File: config.mk
export PLATFORM = sky130hd
export DESIGN_NAME = cpu_instruction_length_decoder_top_flat
export DESIGN_NICKNAME = d
export VERILOG_FILES = /design/src/sv/cild_pkg.sv /design/src/sv/cild_if.sv /design/src/sv/cild_in_stage.sv /design/src/sv/cild_step.sv /design/src/sv/cpu_instruction_length_decoder_top.sv /design/src/flat_wrapper.sv
export VERILOG_INCLUDE_DIRS = /design/src /design/src/sv
export SDC_FILE = /design/constraint.sdc
export NUM_CORES = 1
export LEC_CHECK = 0
export ABC_AREA = 1
export BUFFER_PORTS_ARGS = -buffer_cell sky130_fd_sc_hd__buf_4
export CAP_MARGIN = 20
export CORE_ASPECT_RATIO = 1.4
export CORE_MARGIN = 1
export CORE_UTILIZATION = 35
export CTS_BUF_LIST = sky130_fd_sc_hd__clkbuf_8
export CTS_CLUSTER_SIZE = 30
export DETAILED_ROUTE_END_ITERATION = 16
export PLACE_DENSITY = 0.53
export RECOVER_POWER = 25
export SYNTH_ARGS = -nofsm -noshare
export SYNTH_HDL_FRONTEND = slang
export SYNTH_SLANG_ARGS = --single-unit
File: constraint.sdc
create_clock -name clk -period 3.3 [get_ports clk]
set_input_delay 0.165 -clock clk [delete_from_list [all_inputs] [get_ports clk]]
set_output_delay 0.165 -clock clk [all_outputs]
set_load 0.01 [all_outputs]
File: src/sv/cpu_instruction_length_decoder_top_assert.svh
// Assertion macros for the instruction length decoder.
// Used by the top level; the macros expect signals named clk and rst_n in scope.
`ifndef CPU_INSTRUCTION_LENGTH_DECODER_TOP_ASSERT_SVH
`define CPU_INSTRUCTION_LENGTH_DECODER_TOP_ASSERT_SVH

// Same-cycle implication, checked outside reset.
`define CILD_ASSERT_IMPL(lbl, ante, cons, msg) \
lbl: assert property (@(posedge clk) disable iff (!rst_n) (ante) |-> (cons)) else $error(msg);

// Next-cycle implication, checked outside reset.
`define CILD_ASSERT_NEXT(lbl, ante, cons, msg) \
lbl: assert property (@(posedge clk) disable iff (!rst_n) (ante) |=> (cons)) else $error(msg);

`endif

File: src/sv/cild_pkg.sv
// Shared types and constants for the instruction length decoder.
// No dependencies; used by the interfaces and all modules.
package cild_pkg;

    localparam int ADDR_W = 16;
    localparam int BYTE_W = 8;

    localparam logic [7:0] PFX_CB = 8'hCB;
    localparam logic [7:0] PFX_ED = 8'hED;
    localparam logic [7:0] PFX_DD = 8'hDD;
    localparam logic [7:0] PFX_FD = 8'hFD;

    localparam logic [2:0] GRP_NONE = 3'd0;
    localparam logic [2:0] GRP_CB   = 3'd1;
    localparam logic [2:0] GRP_ED   = 3'd2;
    localparam logic [2:0] GRP_DD   = 3'd3;
    localparam logic [2:0] GRP_FD   = 3'd4;
    localparam logic [2:0] GRP_DDCB = 3'd5;
    localparam logic [2:0] GRP_FDCB = 3'd6;

    localparam logic [1:0] IMM_NONE = 2'd0;
    localparam logic [1:0] IMM_BYTE = 2'd1;
    localparam logic [1:0] IMM_WORD = 2'd2;

    localparam logic [1:0] IDX_NONE = 2'd0;
    localparam logic [1:0] IDX_IX   = 2'd1;
    localparam logic [1:0] IDX_IY   = 2'd2;

    typedef struct packed {
        logic [ADDR_W-1:0]        start_address;
        logic [7:0]               length;
        logic [2:0]               prefix_group;
        logic [BYTE_W-1:0]        opcode;
        logic signed [BYTE_W-1:0] displacement;
        logic                     has_displacement;
        logic [15:0]              immediate;
        logic [1:0]               immediate_kind;
        logic [ADDR_W-1:0]        branch_target;
        logic                     is_relative;
        logic                     undefined_ed;
    } desc_t;

endpackage

File: src/sv/cild_if.sv
// Request channels of the instruction length decoder: byte stream and descriptors.
// Depends on cild_pkg.
interface cild_byte_if;
    logic                        valid;
    logic                        ready;
    logic [cild_pkg::BYTE_W-1:0] byte_value;
    logic [cild_pkg::ADDR_W-1:0] byte_address;

    modport source (output valid, output byte_value, output byte_address, input ready);
    modport sink (input valid, input byte_value, input byte_address, output ready);
endinterface

interface cild_desc_if;
    logic                               valid;
    logic                               ready;
    logic [cild_pkg::ADDR_W-1:0]        start_address;
    logic [7:0]                         length;
    logic [2:0]                         prefix_group;
    logic [cild_pkg::BYTE_W-1:0]        opcode;
    logic signed [cild_pkg::BYTE_W-1:0] displacement;
    logic                               has_displacement;
    logic [15:0]                        immediate;
    logic [1:0]                         immediate_kind;
    logic [cild_pkg::ADDR_W-1:0]        branch_target;
    logic                               is_relative;
    logic                               undefined_ed;

    modport source (
        output valid, output start_address, output length, output prefix_group,
        output opcode, output displacement, output has_displacement,
        output immediate, output immediate_kind, output branch_target,
        output is_relative, output undefined_ed, input ready
    );
    modport sink (
        input valid, input start_address, input length, input prefix_group,
        input opcode, input displacement, input has_displacement,
        input immediate, input immediate_kind, input branch_target,
        input is_relative, input undefined_ed, output ready
    );
endinterface

File: src/sv/cild_in_stage.sv
// Input register of the decoder: captures one byte request and holds it until decoded.
// Depends on cild_pkg and cild_byte_if.
module cild_in_stage (
    input  logic                        clk,
    input  logic                        rst_n,
    cild_byte_if.sink                   instr_bytes,
    input  logic                        advance,
    output logic                        stage_valid,
    output logic [cild_pkg::BYTE_W-1:0] stage_byte,
    output logic [cild_pkg::ADDR_W-1:0] stage_addr
);

    logic                        valid_reg;
    logic                        valid_next;
    logic [cild_pkg::BYTE_W-1:0] byte_reg;
    logic [cild_pkg::ADDR_W-1:0] addr_reg;
    logic                        take;

    assign instr_bytes.ready = !valid_reg || advance;
    assign take              = instr_bytes.valid && instr_bytes.ready;

    always_comb
    begin
        if (take)
        begin
            valid_next = 1'b1;
        end
        else if (advance)
        begin
            valid_next = 1'b0;
        end
        else
        begin
            valid_next = valid_reg;
        end
    end

    always_ff @(posedge clk or negedge rst_n)
    begin
        if (!rst_n)
        begin
            valid_reg <= 1'b0;
        end
        else
        begin
            valid_reg <= valid_next;
        end
    end

    always_ff @(posedge clk)
    begin
        if (take)
        begin
            byte_reg <= instr_bytes.byte_value;
            addr_reg <= instr_bytes.byte_address;
        end
    end

    assign stage_valid = valid_reg;
    assign stage_byte  = byte_reg;
    assign stage_addr  = addr_reg;

endmodule

File: src/sv/cild_step.sv
// Decode state machine: follows prefixes and operands one byte per cycle while fire is high.
// Depends on cild_pkg; produces one descriptor when an instruction ends.
module cild_step (
    input  logic                        clk,
    input  logic                        rst_n,
    input  logic                        fire,
    input  logic [cild_pkg::BYTE_W-1:0] byte_value,
    input  logic [cild_pkg::ADDR_W-1:0] byte_address,
    output logic                        emit,
    output cild_pkg::desc_t             result
);

    localparam logic [2:0] PH_OPCODE   = 3'd0;
    localparam logic [2:0] PH_INDEXED  = 3'd1;
    localparam logic [2:0] PH_CB       = 3'd2;
    localparam logic [2:0] PH_ED       = 3'd3;
    localparam logic [2:0] PH_XCB_DISP = 3'd4;
    localparam logic [2:0] PH_XCB_OP   = 3'd5;
    localparam logic [2:0] PH_OPERANDS = 3'd6;

    localparam int FL_DISP    = 0;
    localparam int FL_REL     = 1;
    localparam int FL_UNDEF   = 2;
    localparam int FL_PENDING = 3;

    logic [2:0]                  phase_reg, phase_next;
    logic [1:0]                  index_reg, index_next;
    logic [7:0]                  count_reg, count_next;
    logic [1:0]                  left_reg, left_next;
    logic [cild_pkg::ADDR_W-1:0] first_reg, first_next;
    logic [7:0]                  opcode_reg, opcode_next;
    logic [2:0]                  group_reg, group_next;
    logic [7:0]                  disp_reg, disp_next;
    logic [15:0]                 imm_reg, imm_next;
    logic [3:0]                  flags_reg, flags_next;
    logic [1:0]                  kind_reg, kind_next;
    logic [cild_pkg::ADDR_W-1:0] target_reg, target_next;

    logic [1:0] x;
    logic [2:0] y;
    logic [2:0] z;
    logic [1:0] p;
    logic       q;
    logic       idx;
    logic       m_need_disp;
    logic       m_rel;
    logic [1:0] m_imm;
    logic       ed_defined;
    logic       do_emit;

    assign x   = byte_value[7:6];
    assign y   = byte_value[5:3];
    assign z   = byte_value[2:0];
    assign p   = y[2:1];
    assign q   = y[0];
    assign idx = index_reg != cild_pkg::IDX_NONE;

    always_comb
    begin
        m_need_disp = 1'b0;
        m_rel       = 1'b0;
        m_imm       = cild_pkg::IMM_NONE;
        unique case (x)
            2'd0:
            begin
                if (z == 3'd0 && y >= 3'd2)
                begin
                    m_rel = 1'b1;
                end
                else if (z == 3'd1 && !q)
                begin
                    m_imm = cild_pkg::IMM_WORD;
                end
                else if (z == 3'd2 && p >= 2'd2)
                begin
                    m_imm = cild_pkg::IMM_WORD;
                end
                else if (z == 3'd6)
                begin
                    m_imm = cild_pkg::IMM_BYTE;
                end
                m_need_disp = idx && y == 3'd6 && (z == 3'd4 || z == 3'd5 || z == 3'd6);
            end
            2'd1:
            begin
                m_need_disp = idx && byte_value != 8'h76 && (y == 3'd6 || z == 3'd6);
            end
            2'd2:
            begin
                m_need_disp = idx && z == 3'd6;
            end
            default:
            begin
                if (z == 3'd2 || z == 3'd4)
                begin
                    m_imm = cild_pkg::IMM_WORD;
                end
                else if (z == 3'd3 && y == 3'd0)
                begin
                    m_imm = cild_pkg::IMM_WORD;
                end
                else if (z == 3'd3 && (y == 3'd2 || y == 3'd3))
                begin
                    m_imm = cild_pkg::IMM_BYTE;
                end
                else if (z == 3'd5 && q && p == 2'd0)
                begin
                    m_imm = cild_pkg::IMM_WORD;
                end
                else if (z == 3'd6)
                begin
                    m_imm = cild_pkg::IMM_BYTE;
                end
            end
        endcase
    end

    assign ed_defined = (x == 2'd1) || (x == 2'd2 && z <= 3'd3 && y >= 3'd4);

    always_comb
    begin
        phase_next  = phase_reg;
        index_next  = index_reg;
        count_next  = count_reg;
        left_next   = left_reg;
        first_next  = first_reg;
        opcode_next = opcode_reg;
        group_next  = group_reg;
        disp_next   = disp_reg;
        imm_next    = imm_reg;
        flags_next  = flags_reg;
        kind_next   = kind_reg;
        target_next = target_reg;
        do_emit     = 1'b0;
        result      = '0;

        if (fire)
        begin
            if (phase_reg == PH_OPCODE)
            begin
                first_next = byte_address;
            end
            if (count_reg != 8'hFF)
            begin
                count_next = count_reg + 8'd1;
            end

            unique case (phase_reg)
                PH_OPCODE, PH_INDEXED:
                begin
                    if (byte_value == cild_pkg::PFX_DD)
                    begin
                        index_next = cild_pkg::IDX_IX;
                        phase_next = PH_INDEXED;
                    end
                    else if (byte_value == cild_pkg::PFX_FD)
                    begin
                        index_next = cild_pkg::IDX_IY;
                        phase_next = PH_INDEXED;
                    end
                    else if (byte_value == cild_pkg::PFX_ED)
                    begin
                        index_next = cild_pkg::IDX_NONE;
                        phase_next = PH_ED;
                    end
                    else if (byte_value == cild_pkg::PFX_CB)
                    begin
                        phase_next = idx ? PH_XCB_DISP : PH_CB;
                    end
                    else
                    begin
                        opcode_next = byte_value;
                        if (!idx)
                        begin
                            group_next = cild_pkg::GRP_NONE;
                        end
                        else if (index_reg == cild_pkg::IDX_IX)
                        begin
                            group_next = cild_pkg::GRP_DD;
                        end
                        else
                        begin
                            group_next = cild_pkg::GRP_FD;
                        end
                        kind_next = m_imm;
                        left_next = m_imm;
                        if (m_need_disp || m_rel)
                        begin
                            flags_next[FL_DISP]    = 1'b1;
                            flags_next[FL_PENDING] = 1'b1;
                        end
                        if (m_rel)
                        begin
                            flags_next[FL_REL] = 1'b1;
                        end
                        if (flags_next[FL_PENDING] || m_imm != cild_pkg::IMM_NONE)
                        begin
                            phase_next = PH_OPERANDS;
                        end
                        else
                        begin
                            do_emit = 1'b1;
                        end
                    end
                end
                PH_CB:
                begin
                    opcode_next = byte_value;
                    group_next  = cild_pkg::GRP_CB;
                    do_emit     = 1'b1;
                end
                PH_ED:
                begin
                    opcode_next = byte_value;
                    group_next  = cild_pkg::GRP_ED;
                    if (x == 2'd1 && z == 3'd3)
                    begin
                        kind_next  = cild_pkg::IMM_WORD;
                        left_next  = cild_pkg::IMM_WORD;
                        phase_next = PH_OPERANDS;
                    end
                    else
                    begin
                        if (!ed_defined)
                        begin
                            flags_next[FL_UNDEF] = 1'b1;
                        end
                        do_emit = 1'b1;
                    end
                end
                PH_XCB_DISP:
                begin
                    disp_next          = byte_value;
                    flags_next[FL_DISP] = 1'b1;
                    phase_next         = PH_XCB_OP;
                end
                PH_XCB_OP:
                begin
                    opcode_next = byte_value;
                    group_next  = (index_reg == cild_pkg::IDX_IX) ? cild_pkg::GRP_DDCB
                                                                  : cild_pkg::GRP_FDCB;
                    do_emit     = 1'b1;
                end
                PH_OPERANDS:
                begin
                    if (flags_reg[FL_PENDING])
                    begin
                        disp_next              = byte_value;
                        flags_next[FL_PENDING] = 1'b0;
                        target_next = byte_address + 16'd1
                                      + {{8{byte_value[7]}}, byte_value};
                    end
                    else if (left_reg != 2'd0)
                    begin
                        if (left_reg == kind_reg)
                        begin
                            imm_next = {8'h00, byte_value};
                        end
                        else
                        begin
                            imm_next = {byte_value, imm_reg[7:0]};
                        end
                        left_next = left_reg - 2'd1;
                    end
                    if (!flags_next[FL_PENDING] && left_next == 2'd0)
                    begin
                        do_emit = 1'b1;
                    end
                end
                default:
                begin
                    phase_next  = PH_OPCODE;
                    index_next  = cild_pkg::IDX_NONE;
                    count_next  = 8'd0;
                    left_next   = 2'd0;
                    opcode_next = 8'd0;
                    group_next  = cild_pkg::GRP_NONE;
                    disp_next   = 8'd0;
                    imm_next    = 16'd0;
                    flags_next  = 4'd0;
                    kind_next   = cild_pkg::IMM_NONE;
                    target_next = 16'd0;
                end
            endcase

            if (do_emit)
            begin
                result.start_address    = first_next;
                result.length           = count_next;
                result.prefix_group     = group_next;
                result.opcode           = opcode_next;
                result.displacement     = flags_next[FL_DISP] ? disp_next : 8'd0;
                result.has_displacement = flags_next[FL_DISP];
                result.immediate        = imm_next;
                result.immediate_kind   = kind_next;
                result.branch_target    = flags_next[FL_REL] ? target_next : 16'd0;
                result.is_relative      = flags_next[FL_REL];
                result.undefined_ed     = flags_next[FL_UNDEF];

                phase_next  = PH_OPCODE;
                index_next  = cild_pkg::IDX_NONE;
                count_next  = 8'd0;
                left_next   = 2'd0;
                opcode_next = 8'd0;
                group_next  = cild_pkg::GRP_NONE;
                disp_next   = 8'd0;
                imm_next    = 16'd0;
                flags_next  = 4'd0;
                kind_next   = cild_pkg::IMM_NONE;
                target_next = 16'd0;
            end
        end
    end

    assign emit = do_emit;

    always_ff @(posedge clk or negedge rst_n)
    begin
        if (!rst_n)
        begin
            phase_reg  <= PH_OPCODE;
            index_reg  <= cild_pkg::IDX_NONE;
            count_reg  <= 8'd0;
            left_reg   <= 2'd0;
            first_reg  <= '0;
            opcode_reg <= 8'd0;
            group_reg  <= cild_pkg::GRP_NONE;
            disp_reg   <= 8'd0;
            imm_reg    <= 16'd0;
            flags_reg  <= 4'd0;
            kind_reg   <= cild_pkg::IMM_NONE;
            target_reg <= '0;
        end
        else
        begin
            phase_reg  <= phase_next;
            index_reg  <= index_next;
            count_reg  <= count_next;
            left_reg   <= left_next;
            first_reg  <= first_next;
            opcode_reg <= opcode_next;
            group_reg  <= group_next;
            disp_reg   <= disp_next;
            imm_reg    <= imm_next;
            flags_reg  <= flags_next;
            kind_reg   <= kind_next;
            target_reg <= target_next;
        end
    end

endmodule

File: src/sv/cpu_instruction_length_decoder_top.sv
// Top level of the instruction length decoder: input register, decode step, result register.
// Depends on cild_pkg, cild_if, cild_in_stage, cild_step and the assertion macro header.
//
// The block takes instruction bytes on instr_bytes, one request per byte, each with
// the address it was fetched from. After the last byte of an instruction it offers
// one descriptor request on descriptors: start address, length, prefix group, final
// opcode, displacement, immediate, relative branch target and an undefined-ED flag.
// Prefix bytes and operand bytes that do not end an instruction produce no descriptor.
// A byte is taken into an input register, decoded against the decode state once the
// result register is free or being read, and the descriptor lands in the result
// register, from which it is offered on descriptors.
// One byte is accepted every cycle; the decode step and the result register keep
// that rate as long as descriptors are taken.
// When the receiver stalls, the descriptor waits in the result register and the
// input register still takes one more byte if it is empty; further bytes wait until the
// result register frees up.
// Reset clears the decode state so that the next byte starts a new instruction.
`include "cpu_instruction_length_decoder_top_assert.svh"

module cpu_instruction_length_decoder_top (
    input  logic        clk,
    input  logic        rst_n,
    cild_byte_if.sink   instr_bytes,
    cild_desc_if.source descriptors
);

    logic                        advance;
    logic                        stage_valid;
    logic [cild_pkg::BYTE_W-1:0] stage_byte;
    logic [cild_pkg::ADDR_W-1:0] stage_addr;
    logic                        fire;
    logic                        emit;
    cild_pkg::desc_t             result;
    cild_pkg::desc_t             desc_reg;
    logic                        out_valid_reg;
    logic                        out_valid_next;

    assign advance = !out_valid_reg || descriptors.ready;
    assign fire    = stage_valid && advance;

    cild_in_stage u_in_stage (
        .clk         (clk),
        .rst_n       (rst_n),
        .instr_bytes (instr_bytes),
        .advance     (advance),
        .stage_valid (stage_valid),
        .stage_byte  (stage_byte),
        .stage_addr  (stage_addr)
    );

    cild_step u_step (
        .clk          (clk),
        .rst_n        (rst_n),
        .fire         (fire),
        .byte_value   (stage_byte),
        .byte_address (stage_addr),
        .emit         (emit),
        .result       (result)
    );

    always_comb
    begin
        if (advance)
        begin
            out_valid_next = fire && emit;
        end
        else
        begin
            out_valid_next = out_valid_reg;
        end
    end

    always_ff @(posedge clk or negedge rst_n)
    begin
        if (!rst_n)
        begin
            out_valid_reg <= 1'b0;
        end
        else
        begin
            out_valid_reg <= out_valid_next;
        end
    end

    always_ff @(posedge clk)
    begin
        if (fire && emit)
        begin
            desc_reg <= result;
        end
    end

    assign descriptors.valid            = out_valid_reg;
    assign descriptors.start_address    = desc_reg.start_address;
    assign descriptors.length           = desc_reg.length;
    assign descriptors.prefix_group     = desc_reg.prefix_group;
    assign descriptors.opcode           = desc_reg.opcode;
    assign descriptors.displacement     = desc_reg.displacement;
    assign descriptors.has_displacement = desc_reg.has_displacement;
    assign descriptors.immediate        = desc_reg.immediate;
    assign descriptors.immediate_kind   = desc_reg.immediate_kind;
    assign descriptors.branch_target    = desc_reg.branch_target;
    assign descriptors.is_relative      = desc_reg.is_relative;
    assign descriptors.undefined_ed     = desc_reg.undefined_ed;

    `CILD_ASSERT_NEXT(a_stage_held, stage_valid && !advance, stage_valid, "Pending byte lost.")
    `CILD_ASSERT_IMPL(a_len_nonzero, out_valid_reg, desc_reg.length != 8'd0, "Zero length.")
    `CILD_ASSERT_IMPL(a_rel_disp, out_valid_reg && desc_reg.is_relative, desc_reg.has_displacement, "Relative without displacement.")
    `CILD_ASSERT_IMPL(a_undef_grp, out_valid_reg && desc_reg.undefined_ed, desc_reg.prefix_group == cild_pkg::GRP_ED, "Undefined flag outside ED.")

endmodule

File: src/flat_wrapper.sv
// flat-port wrapper written by rule: the top's interface ports become plain ports
module cpu_instruction_length_decoder_top_flat 
  (clk, rst_n, instr_bytes_valid, instr_bytes_byte_value, instr_bytes_byte_address, instr_bytes_ready, descriptors_valid, descriptors_start_address, descriptors_length, descriptors_prefix_group, descriptors_opcode, descriptors_displacement, descriptors_has_displacement, descriptors_immediate, descriptors_immediate_kind, descriptors_branch_target, descriptors_is_relative, descriptors_undefined_ed, descriptors_ready);
  cild_byte_if instr_bytes_i ();
  cild_desc_if descriptors_i ();
  input  logic clk;
  input  logic rst_n;
  input wire logic [$bits(instr_bytes_i.valid)-1:0] instr_bytes_valid;
  input wire logic [$bits(instr_bytes_i.byte_value)-1:0] instr_bytes_byte_value;
  input wire logic [$bits(instr_bytes_i.byte_address)-1:0] instr_bytes_byte_address;
  output wire logic [$bits(instr_bytes_i.ready)-1:0] instr_bytes_ready;
  output wire logic [$bits(descriptors_i.valid)-1:0] descriptors_valid;
  output wire logic [$bits(descriptors_i.start_address)-1:0] descriptors_start_address;
  output wire logic [$bits(descriptors_i.length)-1:0] descriptors_length;
  output wire logic [$bits(descriptors_i.prefix_group)-1:0] descriptors_prefix_group;
  output wire logic [$bits(descriptors_i.opcode)-1:0] descriptors_opcode;
  output wire logic [$bits(descriptors_i.displacement)-1:0] descriptors_displacement;
  output wire logic [$bits(descriptors_i.has_displacement)-1:0] descriptors_has_displacement;
  output wire logic [$bits(descriptors_i.immediate)-1:0] descriptors_immediate;
  output wire logic [$bits(descriptors_i.immediate_kind)-1:0] descriptors_immediate_kind;
  output wire logic [$bits(descriptors_i.branch_target)-1:0] descriptors_branch_target;
  output wire logic [$bits(descriptors_i.is_relative)-1:0] descriptors_is_relative;
  output wire logic [$bits(descriptors_i.undefined_ed)-1:0] descriptors_undefined_ed;
  input wire logic [$bits(descriptors_i.ready)-1:0] descriptors_ready;
  assign instr_bytes_i.valid = instr_bytes_valid;
  assign instr_bytes_i.byte_value = instr_bytes_byte_value;
  assign instr_bytes_i.byte_address = instr_bytes_byte_address;
  assign instr_bytes_ready = instr_bytes_i.ready;
  assign descriptors_valid = descriptors_i.valid;
  assign descriptors_start_address = descriptors_i.start_address;
  assign descriptors_length = descriptors_i.length;
  assign descriptors_prefix_group = descriptors_i.prefix_group;
  assign descriptors_opcode = descriptors_i.opcode;
  assign descriptors_displacement = descriptors_i.displacement;
  assign descriptors_has_displacement = descriptors_i.has_displacement;
  assign descriptors_immediate = descriptors_i.immediate;
  assign descriptors_immediate_kind = descriptors_i.immediate_kind;
  assign descriptors_branch_target = descriptors_i.branch_target;
  assign descriptors_is_relative = descriptors_i.is_relative;
  assign descriptors_undefined_ed = descriptors_i.undefined_ed;
  assign descriptors_i.ready = descriptors_ready;
  cpu_instruction_length_decoder_top u_core (.clk(clk), .rst_n(rst_n), .instr_bytes(instr_bytes_i), .descriptors(descriptors_i));
endmodule
# After elaboration in Yosys (flattened, before gate mapping)

Cells that the tools add are included.
W data, S select, Z words.

Bits of input ports: 28
Flip-flop bits (word level): 194
Output and inout bits: 82

Reduce and logical (&&, ||, !) cells: 65
Add/sub/neg operators: 4
Order comparisons: 4
Muxes and demuxes: 114
Equal/unequal tests: 36

Operator list:

| kind                    | number |
|---|---|
| $mux W16                | 7 |
| $mux W8                 | 10 |
| $mux W2                 | 32 |
| $pmux W16 S2            | 2 |
| $pmux W8 S3             | 2 |
| $mux W3                 | 15 |
| $mux W1                 | 33 |
| $eq A8 B8 Y1 const B    | 4 |
| $eq A3 B3 Y1 const B    | 7 |
| $logic_and A1 B1 Y1     | 19 |
| $eq A3 B2 Y1 const B    | 6 |
| $add A16 B1 Y16 const B | 1 |
| $add A16 B16 Y16        | 1 |
| $ne A3 B3 Y1 const B    | 5 |
| $pmux W3 S5             | 1 |
| $pmux W3 S4             | 1 |
| $reduce_or A4 Y1        | 3 |
| $reduce_or A6 Y1        | 2 |
| $logic_or A1 B1 Y1      | 10 |
| $reduce_or A5 Y1        | 2 |
| $logic_not A3 Y1        | 3 |
| $pmux W1 S3             | 3 |
| $reduce_and A3 Y1       | 3 |
| $reduce_or A3 Y1        | 3 |
| other kinds (30)        | 48 |

# Longest topological paths before layout

Depth in word-level cells: 23
Depth in mapped cells: 18
Mapped depth without buffers: 16

# Hierarchy

Synthesis repeated with hierarchy kept, for this count alone.

Cells, all modules: 1075
Area, all modules: 9678.0 µm²

Modules (own cells, without submodules):

| module                             | cells each | times used | area an instance (µm²) |
|---|---|---|---|
| cild_step                          | 956        | 1          | 6446.2 |
| cpu_instruction_length_decoder_top | 89         | 1          | 2466.1 |
| cild_in_stage                      | 30         | 1          | 765.7 |

# Worst setup path before layout

OpenSTA, ideal clock, no wires.

Path type: reg-to-reg
Start point: register u_core.u_step.phase_reg[2]
End point: register u_core.desc_reg (netlist bit u_core.descriptors.branch_target[0]) (enable)
Path slack: 547 ps
Period minus slack after synthesis: 2753 ps
Path buffers: 3
Stages on the path, launching flop included: 14
Data arrival time: 2370 ps
Library setup time: 383 ps
Cells stage by stage: dfrtp_1 -> buf_2 -> inv_1 -> ha_1 -> inv_1 -> nor2_2 -> nand2_2 -> nor3_2 -> nand2_2 -> nand3_2 -> buf_6 -> nand2_4 -> inv_4 -> buf_4

Cells in the longest elaborated chain, start to end: 6

RTL lines:

| item                                       | line                                     | source |
|---|---|---|
| from (decl)                                | cild_step.sv:26                          | `logic [2:0] phase_reg, phase_next;` |
| from (signal assigned)                     | cild_step.sv:336                         | `phase_reg <= phase_next;` |
| $eq A3 B3 Y1 (tied with other cells)       | cild_step.sv:148                         | `unique case (phase_reg)` |
| $reduce_or A2 Y1, on equally long branches | -                                        |  |
| $pmux W1 S4 *                              | cild_step.sv:148                         |  |
| $mux W1 * (2 in a row)                     | cild_step.sv:137                         | `if (fire)` |
| named net u_core.emit                      | cpu_instruction_length_decoder_top.sv:32 | `logic emit;` |
| $logic_and A1 B1 Y1 *                      | cpu_instruction_length_decoder_top.sv:87 | `if (fire && emit)` |
| to (signal assigned)                       | cpu_instruction_length_decoder_top.sv:89 | `desc_reg <= result;` |
| to (decl)                                  | cpu_instruction_length_decoder_top.sv:34 | `cild_pkg::desc_t desc_reg;` |

Mark *: on every way through the listed nets, which the timed path passes. The rest lies on a longest branch. The select of a mux whose other input is x is not followed.
A chain may end at the register's enable or synchronous reset.

# Worst setup path in the final report

Start point: register u_core.u_in_stage.byte_reg (netlist bit u_core.u_in_stage.stage_byte[0])
End point: register u_core.desc_reg (netlist bit u_core.descriptors.branch_target[14]), data pin

Cells in the longest elaborated chain, start to end: 22

RTL lines:

| item                                   | line                                               | source |
|---|---|---|
| from (decl)                            | cild_in_stage.sv:15                                | `logic [cild_pkg::BYTE_W-1:0] byte_reg;` |
| from (signal assigned)                 | cild_in_stage.sv:54                                | `byte_reg <= instr_bytes.byte_value;` |
| $eq A3 B3 Y1, on equally long branches | cild_step.sv:82, cild_step.sv:94, cild_step.sv:106 |  |
| $logic_or A1 B1 Y1 (2 in a row)        | cild_step.sv:82                                    | `m_need_disp = idx && y == 3'd6 && (z == 3'd4 \|\| z == 3'd5 \|\| z == 3'd6);` |
| $logic_and A1 B1 Y1                    | cild_step.sv:82                                    |  |
| $pmux W1 S3                            | cild_step.sv:63                                    | `unique case (x)` |
| $logic_or A1 B1 Y1                     | cild_step.sv:187                                   | `if (m_need_disp \|\| m_rel)` |
| $mux W1                                | cild_step.sv:187                                   |  |
| $mux W1                                | cild_step.sv:166                                   | `else if (byte_value == cild_pkg::PFX_CB)` |
| $mux W1                                | cild_step.sv:161                                   | `else if (byte_value == cild_pkg::PFX_ED)` |
| [... 5 more ...]                       | -                                                  |  |
| $mux W1                                | cild_step.sv:196                                   | `if (flags_next[FL_PENDING] \|\| m_imm != cild_pkg::IMM_NONE)` |
| $mux W1                                | cild_step.sv:166                                   |  |
| $mux W1                                | cild_step.sv:161                                   |  |
| $mux W1                                | cild_step.sv:156                                   | `else if (byte_value == cild_pkg::PFX_FD)` |
| $mux W1                                | cild_step.sv:151                                   | `if (byte_value == cild_pkg::PFX_DD)` |
| $pmux W1 S4                            | cild_step.sv:148                                   |  |
| $mux W1                                | cild_step.sv:137                                   |  |
| $reduce_and A3 Y1 (no source line)     | -                                                  |  |

Parallel ways exist; a longest one is shown, timed or not. The select of a mux whose other input is x is not followed.

==> flow_metrics.tcl <==
set metrics [dict create \
    status "finished, violations left" \
    violations "capacitance limit, slew limit" \
    fin_cells 1605 \
    clock_path_buffers 2 \
    grt_pass1_wl_um 42200 \
    yosysWarningCount 0 \
    hpwl_um 19400 \
    cts_tree "built" \
    clk_latency_ns 0.50 \
    post-route-min-period_ns 2.85 \
    htreeDepth 4 \
    final_area_mm2 0.0115 \
    die_h_um 199 \
    placement_rows 71 \
    final_common_cell "nand2_1" \
    rsz0062_at_grt "false" \
    syn_avg_cell_area_um2 8.91 \
    wl_per_cell_um 16.6 \
    period_share_pct 86.3 \
    initial_core_util_pct 35.8 \
    syn_inst 1084 \
    tightest_slew_ns 1.56 \
    diodes 0 \
    gp_congestion 0.969 \
    ant_nets 0 \
    start_kind "flip-flop" \
    dr.pass1.iters 5 \
    dieArea_mm2 0.0283 \
    max-slew-margin-rel_pct -3.76 \
    critical_path.top_delay_family "simple AND/OR/NAND/NOR gates" \
    synth_flop_cell "edfxtp_1" \
    layout-drive-gt1-share_pct 13.5 \
    maxSlewViolCount 57 \
    slowest_stage "edfxtp_1" \
    hold_viol_final 0 \
    end_kind "flip-flop" \
    grt-ovfl-total 0 \
    dr_total_vias 7868 \
    nets 1276 \
    powerDensity_mw_per_mm2 737 \
    p_leak_nw 5.19 \
    critPathArrivalTime_ns 3.10 \
    grtUsageTotal_pct 19.9 \
    rr_startpoint "u_core.u_in_stage.stage_byte[0]" \
    viasPerCell 4.90 \
    drt-initial-drc-count 508 \
    final_cell_mix "227 x nand2_1, 146 x inv_1, 107 x nor2_1" \
    synth_fp_nets 1133 \
    port_buffers 109 \
    dp.cells 1545 \
    grt_pass1_vias 7841 \
    placed_area_mm2 0.0110 \
    critPathKind "reg2reg" \
    fmax_mhz 351 \
    die_w_um 142 \
    syn2layout_area_growth_pct 19.3 \
    async_reset_ff_share_pct 46.4 \
    min_to "u_core.u_in_stage.stage_byte[3]" \
    cap_violations 1 \
    clock-sinks 194 \
    r2r_setup_slack_ns 0.45 \
    routed_wl_um 26700 \
    reg2reg_to "u_core.descriptors.branch_target[14]" \
    hold_depth 2 \
    synth_edf_count 104 \
    fin_tns_setup_ns 0 \
    hold_path_class "in2reg" \
    crit_path_max_fanout 9 \
    synth.ff_latch_count 194 \
    synth.cell_area_mm2 0.00966 \
    fp.coreArea_mm2 0.0270 \
    ir_worst_vdd_mv 0.296 \
    clk_pin_slew_ns 0.11 \
    io_pins 110 \
    finalSetupViolCount 0 \
    antenna_found_initial 0 \
    reg2regPathDepth 13 \
    ys_types 46 \
    cts_made_buffers 17 \
    drc 0 \
    grt_start_max_net_pins 57 \
    required_ns 3.55 \
    cpMostUsedCell "nand3_1" \
    clock_skew_ns 0.0178 \
    yosysSeqAreaShare_pct 55.7 \
    min_from "instr_bytes_byte_value[3]" \
    worst-path-buf-inv 2 \
    max_stage_delay_ns 0.56 \
    path_cells "inv_2 > ha_1 > inv_1 > fa_1 > nand3_1 > nand2_1 > nand3_1 > nand2_1 > nand3_1 > nand3_1 > nand3_1 > o21ai_0 > and2_1" \
    clockRootBuffer "clkbuf_8" \
]
[cell type report]
type	instances	area [um2]
Clock buffer	17	234
Clock inverter	15	148
Fill cell	2820	15500
Inverter	164	618
Multi-Input combinational cell	691	3480
Sequential cell	194	5380
Tap cell	365	457
Timing Repair Buffer	159	1200
[metal layers]
metal,vias up,GRT usage (%),part of all wire (%)
met2,190,35.9,52
met3,48,2.86,3.4
li1,3901,-,-
met5,-,0,0
met1,3729,23.3,41
met4,0,8.40,3.1
[worst max-delay path by stage]
stage                                    start                              endpoint  slack (ns)  depth (start not counted)
2_1_floorplan       u_core.u_step.phase_reg[2]   u_core.descriptors.branch_target[0]        0.55                         13
3_3_place_gp   u_core.u_in_stage.stage_byte[0]  u_core.descriptors.branch_target[14]        0.52                         13
3_5_place_dp   u_core.u_in_stage.stage_byte[0]  u_core.descriptors.branch_target[14]        0.48                         13
4_1_cts        u_core.u_in_stage.stage_byte[0]  u_core.descriptors.branch_target[14]        0.45                         13
5_1_grt        u_core.u_in_stage.stage_byte[0]  u_core.descriptors.branch_target[14]        0.33                         13
6_report       u_core.u_in_stage.stage_byte[0]  u_core.descriptors.branch_target[14]        0.45                         13
[kinds of logic (layout without fill, tap and decap cells)]
logic type	after synthesis	after routing	share of synthesized area, %
compound gates	221	221	13.1
xor+xnor	13	13	1.18
fa+ha+maj	21	21	2.80
buf+inv	199	355	8.27
flops	194	194	55.7
simple gates	436	436	19.0
[repair_timing]
action	CTS	global route
gates resized for setup	0	0
hold buffers	28	0
setup buffers	0	0
endpoints found under the hold margin	80	0
endpoints found under the setup margin	0	0
[cells in the mapped netlist, types with 6 or more instances]
master / instances / area [um2]
nand2_1: 227 / 852
inv_1: 146 / 548
nor2_1: 107 / 402
edfxtp_1: 104 / 3120
o21ai_0: 91 / 455
dfrtp_1: 90 / 2250
nand3_1: 54 / 270
o22ai_1: 44 / 275
a21oi_1: 31 / 155
a22oi_1: 21 / 158
ha_1: 20 / 250
clkbuf_1: 17 / 63.8
inv_2: 16 / 60.1
o21ai_1: 15 / 75.1
buf_2: 12 / 60.1
nand4_1: 10 / 62.6
nor3_1: 9 / 45.0
or2_1: 7 / 43.8
xor2_1: 7 / 61.3
xnor2_1: 6 / 52.6
[report_power, final]
part	switching, mW	internal (mW)	total, mW
combinational	2.26	1.09	3.35
sequential	0.286	3.29	3.57
clock	0.942	0.624	1.57
total	3.49	5.00	8.49
[stage by stage]
stage               power (mW)  worst slack (ns)  utilization (%)  hold slack (ns)
floorplan                 5.60             0.547                -           -0.131
global placement          7.06             0.523             40.6            0.314
detailed placement        7.05             0.476             40.6            0.305
CTS                       8.67             0.445             43.1            0.296
global route              9.07             0.331             42.7            0.375
finish                    8.49             0.451             42.7            0.397
Power figures use the tool's default switching activity.
